**src/rtl/ubs_pkg.sv**
```systemverilog
// Shared types and constants for the undoable byte store.
// Holds operation and status codes, journal entry types and FSM states.
// No dependencies.
package ubs_pkg;

  localparam int unsigned STORE_DEPTH_DEF   = 256;
  localparam int unsigned JOURNAL_DEPTH_DEF = 64;

  typedef enum logic [1:0] {
    OP_READ  = 2'd0,
    OP_WRITE = 2'd1,
    OP_UNDO  = 2'd2,
    OP_LOAD  = 2'd3
  } op_e;

  typedef enum logic [1:0] {
    ST_OK    = 2'd0,
    ST_EMPTY = 2'd1,
    ST_FULL  = 2'd2
  } status_e;

  typedef enum logic {
    S_IDLE = 1'b0,
    S_EXEC = 1'b1
  } state_e;

  typedef struct packed {
    logic [7:0] pos;
    logic [7:0] old;
  } jrnl_entry_t;

  typedef struct packed {
    logic        push;
    logic        pop;
    jrnl_entry_t entry;
  } jrnl_req_t;

  typedef struct packed {
    logic empty;
    logic full;
  } jrnl_stat_t;

endpackage

```
**src/rtl/ubs_journal.sv**
```systemverilog
// Undo journal: a stack of (position, old byte) entries in a synchronous memory.
// Keeps the entry count and registers the top entry when rd_en_i is high.
// Depends on ubs_pkg.
module ubs_journal import ubs_pkg::*; #(
  parameter int unsigned JOURNAL_DEPTH = JOURNAL_DEPTH_DEF
) (
  input  logic        clk_i,
  input  logic        rst_ni,
  input  logic        rd_en_i,
  input  jrnl_req_t   req_i,
  output jrnl_stat_t  stat_o,
  output jrnl_entry_t entry_o
);

  localparam int unsigned CW  = $clog2(JOURNAL_DEPTH + 1);
  localparam int unsigned JAW = (JOURNAL_DEPTH > 1) ? $clog2(JOURNAL_DEPTH) : 1;

  jrnl_entry_t    mem_q [JOURNAL_DEPTH];
  jrnl_entry_t    entry_q;
  logic [CW-1:0]  count_q, count_d;
  logic [JAW-1:0] top_idx, push_idx;

  assign top_idx  = JAW'(count_q - CW'(1));
  assign push_idx = JAW'(count_q);

  always_comb begin
    count_d = count_q;
    if (req_i.push) begin
      count_d = count_q + CW'(1);
    end else if (req_i.pop) begin
      count_d = count_q - CW'(1);
    end
  end

  always_ff @(posedge clk_i or negedge rst_ni) begin
    if (!rst_ni) begin
      count_q <= '0;
    end else begin
      count_q <= count_d;
    end
  end

  // Read the top entry at transfer; the push lands in a later cycle.
  always_ff @(posedge clk_i) begin
    if (req_i.push) begin
      mem_q[push_idx] <= req_i.entry;
    end
    if (rd_en_i) begin
      entry_q <= mem_q[top_idx];
    end
  end

  assign stat_o.empty = (count_q == '0);
  assign stat_o.full  = (count_q == CW'(JOURNAL_DEPTH));
  assign entry_o      = entry_q;

endmodule

```
**src/rtl/undoable_byte_store.sv**
```systemverilog
// Undoable byte store: a byte memory with an undo journal stack.
//
// Usage: drive operation_i, position_i and value_i with start_i high; the
// item transfers at the rising edge where start_i is high and busy_o low.
// Operations are read, write with journal, undo, and load without journal.
// At transfer the store entry and the journal top are read from their
// synchronous memories. The following cycle (busy_o high) decides the
// result and writes back the store and the journal. The result is registered
// from that cycle and appears on data_o, where_o and status_o with done_o
// high for exactly one cycle. The receiver cannot stall it. An item passes
// through a memory read at transfer and a write-back in the execute cycle,
// both on the single store port. A new item may transfer in the cycle its
// predecessor's result is shown.
// Reset empties the journal and clears the control state. The store
// contents are undefined until loaded or written; no clearing pass runs.
// Positions wrap modulo STORE_DEPTH.
// Depends on ubs_pkg and ubs_journal.
module undoable_byte_store import ubs_pkg::*; #(
  parameter int unsigned STORE_DEPTH   = STORE_DEPTH_DEF,
  parameter int unsigned JOURNAL_DEPTH = JOURNAL_DEPTH_DEF
) (
  input  logic       clk_i,
  input  logic       rst_ni,
  input  logic       start_i,
  output logic       busy_o,
  input  logic [1:0] operation_i,
  input  logic [7:0] position_i,
  input  logic [7:0] value_i,
  output logic       done_o,
  output logic [7:0] data_o,
  output logic [7:0] where_o,
  output logic [1:0] status_o
);

  localparam int unsigned SAW = $clog2(STORE_DEPTH);

  state_e      state_q, state_d;
  logic        accept;
  logic [7:0]  fold_tbl [256];
  logic [7:0]  pos_fold;

  op_e         op_q;
  logic [7:0]  pos_q, val_q;
  logic [7:0]  store_q [STORE_DEPTH];
  logic [7:0]  cur_q;

  logic        st_we;
  logic [7:0]  st_waddr, st_wdata;

  jrnl_req_t   jreq;
  jrnl_stat_t  jstat;
  jrnl_entry_t jtop;

  logic        done_q, done_d;
  logic [7:0]  data_q, data_d, where_q, where_d;
  status_e     status_q, status_d;

  // Constant wrap table for positions beyond the store.
  for (genvar g = 0; g < 256; g++) begin : g_fold
    assign fold_tbl[g] = 8'(g % STORE_DEPTH);
  end

  assign pos_fold = fold_tbl[position_i];
  assign accept   = start_i && (state_q == S_IDLE);
  assign busy_o   = (state_q == S_EXEC);

  always_ff @(posedge clk_i) begin
    if (accept) begin
      op_q  <= op_e'(operation_i);
      pos_q <= pos_fold;
      val_q <= value_i;
    end
  end

  // Store memory: read at transfer, write back in the execute cycle.
  always_ff @(posedge clk_i) begin
    if (st_we) begin
      store_q[SAW'(st_waddr)] <= st_wdata;
    end else if (accept) begin
      cur_q <= store_q[SAW'(pos_fold)];
    end
  end

  ubs_journal #(
    .JOURNAL_DEPTH(JOURNAL_DEPTH)
  ) u_journal (
    .clk_i  (clk_i),
    .rst_ni (rst_ni),
    .rd_en_i(accept),
    .req_i  (jreq),
    .stat_o (jstat),
    .entry_o(jtop)
  );

  always_ff @(posedge clk_i or negedge rst_ni) begin
    if (!rst_ni) begin
      state_q <= S_IDLE;
      done_q  <= 1'b0;
    end else begin
      state_q <= state_d;
      done_q  <= done_d;
    end
  end

  always_ff @(posedge clk_i) begin
    if (done_d) begin
      data_q   <= data_d;
      where_q  <= where_d;
      status_q <= status_d;
    end
  end

  always_comb begin
    state_d     = state_q;
    done_d      = 1'b0;
    data_d      = cur_q;
    where_d     = pos_q;
    status_d    = ST_OK;
    st_we       = 1'b0;
    st_waddr    = pos_q;
    st_wdata    = val_q;
    jreq.push   = 1'b0;
    jreq.pop    = 1'b0;
    jreq.entry  = '{pos: pos_q, old: cur_q};
    unique case (state_q)
      S_IDLE: begin
        if (accept) begin
          state_d = S_EXEC;
        end
      end
      S_EXEC: begin
        state_d = S_IDLE;
        done_d  = 1'b1;
        unique case (op_q)
          OP_READ: begin
          end
          OP_WRITE: begin
            if (jstat.full) begin
              status_d = ST_FULL;
            end else begin
              jreq.push = 1'b1;
              st_we     = 1'b1;
            end
          end
          OP_UNDO: begin
            if (jstat.empty) begin
              data_d   = '0;
              where_d  = '0;
              status_d = ST_EMPTY;
            end else begin
              // Restore the old byte from the journal top.
              jreq.pop = 1'b1;
              st_we    = 1'b1;
              st_waddr = jtop.pos;
              st_wdata = jtop.old;
              data_d   = jtop.old;
              where_d  = jtop.pos;
            end
          end
          OP_LOAD: begin
            st_we = 1'b1;
          end
          default: begin
          end
        endcase
      end
      default: begin
        state_d = S_IDLE;
      end
    endcase
  end

  assign done_o   = done_q;
  assign data_o   = data_q;
  assign where_o  = where_q;
  assign status_o = status_q;

  a_one_exec_cycle: assert property (@(posedge clk_i) disable iff (!rst_ni)
    busy_o |=> !busy_o)
    else $error("execute state held for more than one cycle");

  a_done_follows_exec: assert property (@(posedge clk_i) disable iff (!rst_ni)
    $rose(busy_o) |=> done_o)
    else $error("result strobe missing after execute cycle");

  a_done_only_after_exec: assert property (@(posedge clk_i) disable iff (!rst_ni)
    done_o |-> $past(busy_o))
    else $error("result strobe without an execute cycle");

  a_journal_flags: assert property (@(posedge clk_i) disable iff (!rst_ni)
    !(jstat.empty && jstat.full))
    else $error("journal reported empty and full together");

  a_no_push_pop: assert property (@(posedge clk_i) disable iff (!rst_ni)
    (jreq.push || jreq.pop || st_we) |-> busy_o)
    else $error("memory update outside the execute cycle");

endmodule
```
**config.mk**
```make
export PLATFORM = sky130hd
export DESIGN_NAME = undoable_byte_store
export DESIGN_NICKNAME = d
export VERILOG_FILES = /design/src/rtl/ubs_pkg.sv /design/src/rtl/ubs_journal.sv /design/src/rtl/undoable_byte_store.sv
export SDC_FILE = /design/constraint.sdc
export NUM_CORES = 2
export LEC_CHECK = 0
export BUFFER_PORTS_ARGS = -buffer_cell sky130_fd_sc_hd__buf_2
export CAP_MARGIN = 20
export CORE_UTILIZATION = 57
export CTS_CLUSTER_DIAMETER = 80
export DETAILED_ROUTE_END_ITERATION = 8
export PLACE_DENSITY = 0.79
export SLEW_MARGIN = 20
export SYNTH_ARGS = -nofsm -noshare
export SYNTH_HDL_FRONTEND = slang
export SYNTH_SLANG_ARGS = --single-unit
```
**constraint.sdc**
```tcl
create_clock -name clk_i -period 6 [get_ports clk_i]
set_input_delay 0.9 -clock clk_i [delete_from_list [all_inputs] [get_ports clk_i]]
set_output_delay 0.9 -clock clk_i [all_outputs]
set_load 0.005 [all_outputs]
```
==> metrics <==
status=completed; cell types occupying the most area after synthesis=sky130_fd_sc_hd__edfxtp_1, sky130_fd_sc_hd__mux4_2, sky130_fd_sc_hd__a22oi_1, sky130_fd_sc_hd__nor2_1, sky130_fd_sc_hd__mux2i_1; data required time of the worst path=between 6 and 7 ns; synthesis warning total=0; Clock Latency Late Sink=0.96 ns; DRC viols=0; clock period minus worst slack=4.69 ns; global placer's final weighted congestion=0.947; share of the clock period used by the worst path after layout=between 70 and 80%; startpoint types=flip-flop; power density relative to cell area=401 nW/um2; Max H-tree Level=5; final standard cell utilization of the core=between 60 and 70%; internal portion of total power=40,200 uW; standard cell area after detailed placement=about 130,000 um2; horizontal die dimension=about 460 um; area of the core=210,000 um2; xor-xnor portion of the synthesized cell area=0.0640%; cell count after synthesis=~5,500; endpoints failing setup=0; CP endpoint kind=flip-flop; drt via density=7.02; P&R area growth vs syn=11.8%; leak pwr=0.0421 uW; row count=168; endpoint arrival time on the critical path=5.24 ns; clock tree root driver cell=sky130_fd_sc_hd__clkbuf_16; Tightest Pin Transition=1.26 ns; maximum clock frequency=0.213 GHz; RSZ-0062 raised after global routing=false; via count of the first global-routing pass=62,100; WS Path Type=reg2reg; net switching component of the power=14,200 uW; number of buffers inserted during clock tree synthesis=319; part of the total power dissipated in the clock network=35.7%; complex-gate fraction of the synthesized area=between 2 and 3%; critical path peak fanout=18; final wirelength=310,000 um; initial detailed-routing violation count=between 9,000 and 10,000; share of cells above drive strength 1=between 20% and 30%; number of max-slew violations in the final report=0; Clock Skews=around 0.085 ns; net count after synthesis=5,542; Yosys top cell by area=sky130_fd_sc_hd__edfxtp_1; arithmetic-cell share of the synthesized area counting full adders, half adders and majority gates=less than 1%; die area=214,000 um2; worst-case vdd ir drop=561 uV; half-perimeter wire length of the detailed placement result=170,000 um; Via Count=61,900; sequential share of power=46.0%; dominant combinational cell family by area after synthesis=multiplexers; fraction of post-synthesis cell area in the top cell type by area=77.6%; Ports=41; Reg clk slew, reported paths=0.06 ns; maximum capacitance violations=0; die height=about 460 um; Cell Area, Synth=about 120,000 um2; clock tree from TritonCTS=yes; Post-CTS Repair Setup Buffers=0; antenna violations before repair=15; routed len/inst=35.2 um; count of endpoints failing hold in the final timing report=0; total gr overflow=0; number of distinct library cell variants in the gate-level netlist after synthesis=between 60 and 70; worst relative slew slack=approximately 16%; number of flops mapped to enable cells by yosys=around 3,100; sequential element share of the synthesized area=between 70% and 80%; top_reg_cell synth=sky130_fd_sc_hd__edfxtp_1; Sinks on Clock Net=3,141; quantity of I/O buffers inserted on ports=40; total routing resource utilization after global routing=28.9%; commonest cells in the netlist=sky130_fd_sc_hd__edfxtp_1, sky130_fd_sc_hd__mux4_2, sky130_fd_sc_hd__nor2_1, sky130_fd_sc_hd__a22oi_1, sky130_fd_sc_hd__clkbuf_1; post-layout instance area=136,000 um2; fin nets=5,799; first-pass GRT wire length=443,000 um; effective utilization at floorplan=around 58%; Max Root-Sink Buffers=4; Avg Synthesized Cell Area=between 20 and 25 um2; post-route ant nets=0; fraction of synthesized area in multiplexers=15.4%; net switching share of the total power=between 20% and 30%; part of the power in combinational logic=18.3%; count of TritonRoute iterations in the first routing pass=8; Simple-Gate Fraction of Synth Area=2.28%; cell with the most instances after synthesis=sky130_fd_sc_hd__edfxtp_1; placed cells=between 8,000 and 9,000; number of synthesized register bits=approximately 3,100; count of non-filler cells in the finished layout=8,819; maximum number of pins on one net before global-route repair=around 140; setup_tns=0 ns; proportion of register bits with asynchronous set or reset after synthesis=0.287%; class of the worst hold path=in2reg
[cell type report]
cell class / instances / area, um2
clock buffers: 386 / 8380
well taps: 2805 / 3510
clock inverters: 169 / 1590
inverters: 8 / 30.0
repair buffers: 258 / 2250
multi-input cells: 2043 / 25400
diodes: 9 / 22.5
flip-flops and latches: 3141 / 94300
fillers: 12600 / 74900
[sequential cells by signal, summed over array words and instances, names as in the netlist]
register	cells
store_q	2048
u_journal.mem_q	1024
busy_o	1
done_o	1
u_journal.entry_o	16
op_q	2
status_o	2
cur_q	8
u_journal.count_q	7
pos_q	8
where_o	8
val_q	8
data_o	8
[power by group through the flow]
stage                     Combinational, uW  Sequential, uW  Clock, uW
final                                  9950           25000      19400
after global routing                  10300           25000      20200
after CTS                              9830           25000      19500
after detailed placement               9610           25400          0
after global placement                 9450           25400          0
after floorplan                        6540           25400          0
[path summary, 6_finish.rpt]
path                                           start              endpoint  slack, ns  depth (start not counted)
worst max register to register               op_q[0]       store_q[227][4]       1.31                          8
worst min register to register  u_journal.entry_o[0]             data_o[0]       0.63                          1
min in group asynchronous                     rst_ni                busy_o       0.40                          2
worst min-delay path                      value_i[4]              val_q[4]       0.15                          1
max in group asynchronous                     rst_ni  u_journal.count_q[0]       5.34                          2
worst max-delay path                         op_q[0]       store_q[227][4]       1.31                          8
[cells by family after synthesis]
kind of cell             after synthesis
AO/OA/AOI/OAI                        506
XOR/XNOR                               8
adder cells (fa/ha/maj)                7
buffers and inverters                330
flip-flops                          3141
multiplexers                         900
AND/OR/NAND/NOR                      622
[critical path, cell delays in order, from the launching register on]
cell and delay [ns]:
sky130_fd_sc_hd__edfxtp_1 0.43, sky130_fd_sc_hd__inv_1 0.12, sky130_fd_sc_hd__ha_1 0.21, sky130_fd_sc_hd__nand2_1 0.42
sky130_fd_sc_hd__a31oi_4 0.81, sky130_fd_sc_hd__nand3b_1 0.27, sky130_fd_sc_hd__nand2_1 0.24, sky130_fd_sc_hd__nand3_1 0.81
sky130_fd_sc_hd__nor2_1 0.98
[layout by cell type, fill, tap and decap left out, types with 6 or more instances in the layout]
cell type and count:
sky130_fd_sc_hd__nor4_1 10, sky130_fd_sc_hd__inv_6 6, sky130_fd_sc_hd__nor2_1 348, sky130_fd_sc_hd__o22ai_1 13, sky130_fd_sc_hd__a221oi_1 27, sky130_fd_sc_hd__o221ai_1 33, sky130_fd_sc_hd__edfxtp_1 3132, sky130_fd_sc_hd__a22oi_1 181
sky130_fd_sc_hd__bufinv_16 30, sky130_fd_sc_hd__nand3_1 40, sky130_fd_sc_hd__o21ai_0 24, sky130_fd_sc_hd__mux4_2 767, sky130_fd_sc_hd__mux2i_1 116, sky130_fd_sc_hd__a21oi_1 112, sky130_fd_sc_hd__nand2_1 95, sky130_fd_sc_hd__clkbuf_16 326
sky130_fd_sc_hd__buf_2 38, sky130_fd_sc_hd__o31ai_1 8, sky130_fd_sc_hd__o21a_1 9, sky130_fd_sc_hd__buf_4 185, sky130_fd_sc_hd__nand2_8 8, sky130_fd_sc_hd__buf_12 31, sky130_fd_sc_hd__a31oi_1 14, sky130_fd_sc_hd__nand2b_1 6
sky130_fd_sc_hd__clkinvlp_4 11, sky130_fd_sc_hd__clkinv_2 49, sky130_fd_sc_hd__clkbuf_1 60, sky130_fd_sc_hd__nor2b_1 20, sky130_fd_sc_hd__diode_2 9, sky130_fd_sc_hd__mux2_2 17, sky130_fd_sc_hd__nor3_1 14, sky130_fd_sc_hd__a211oi_1 21
sky130_fd_sc_hd__a21boi_0 6, sky130_fd_sc_hd__dfrtp_1 8, sky130_fd_sc_hd__nor2_2 7, sky130_fd_sc_hd__clkinv_1 67, sky130_fd_sc_hd__nand3b_1 22, sky130_fd_sc_hd__ha_1 6, sky130_fd_sc_hd__a22o_1 27, sky130_fd_sc_hd__inv_1 8
[what timing repair did]
action / in CTS / in global routing
gates resized for setup: 0 / 0
hold endpoints to repair: 9 / 0
hold buffers: 1 / 0
[layer usage]
layer,part of all wire [%],up-vias,track usage (%)
met5,0.055,-,0
met4,5.4,22,13.5
met3,13,1055,7.01
met2,48,5149,45.3
met1,34,31900,38.7
li1,-,23800,-
[per-stage QoR]
stage	setup WS, ns	power [uW]	hold slack [ns]
6_report	1.31	54400	0.147
5_1_grt	1.16	55500	0.124
4_1_cts	1.51	54300	0.102
3_5_place_dp	1.58	35000	0.584
3_3_place_gp	1.18	34900	0.606
2_1_floorplan	1.38	31900	0.518
(Power assumes the default switching activity.)
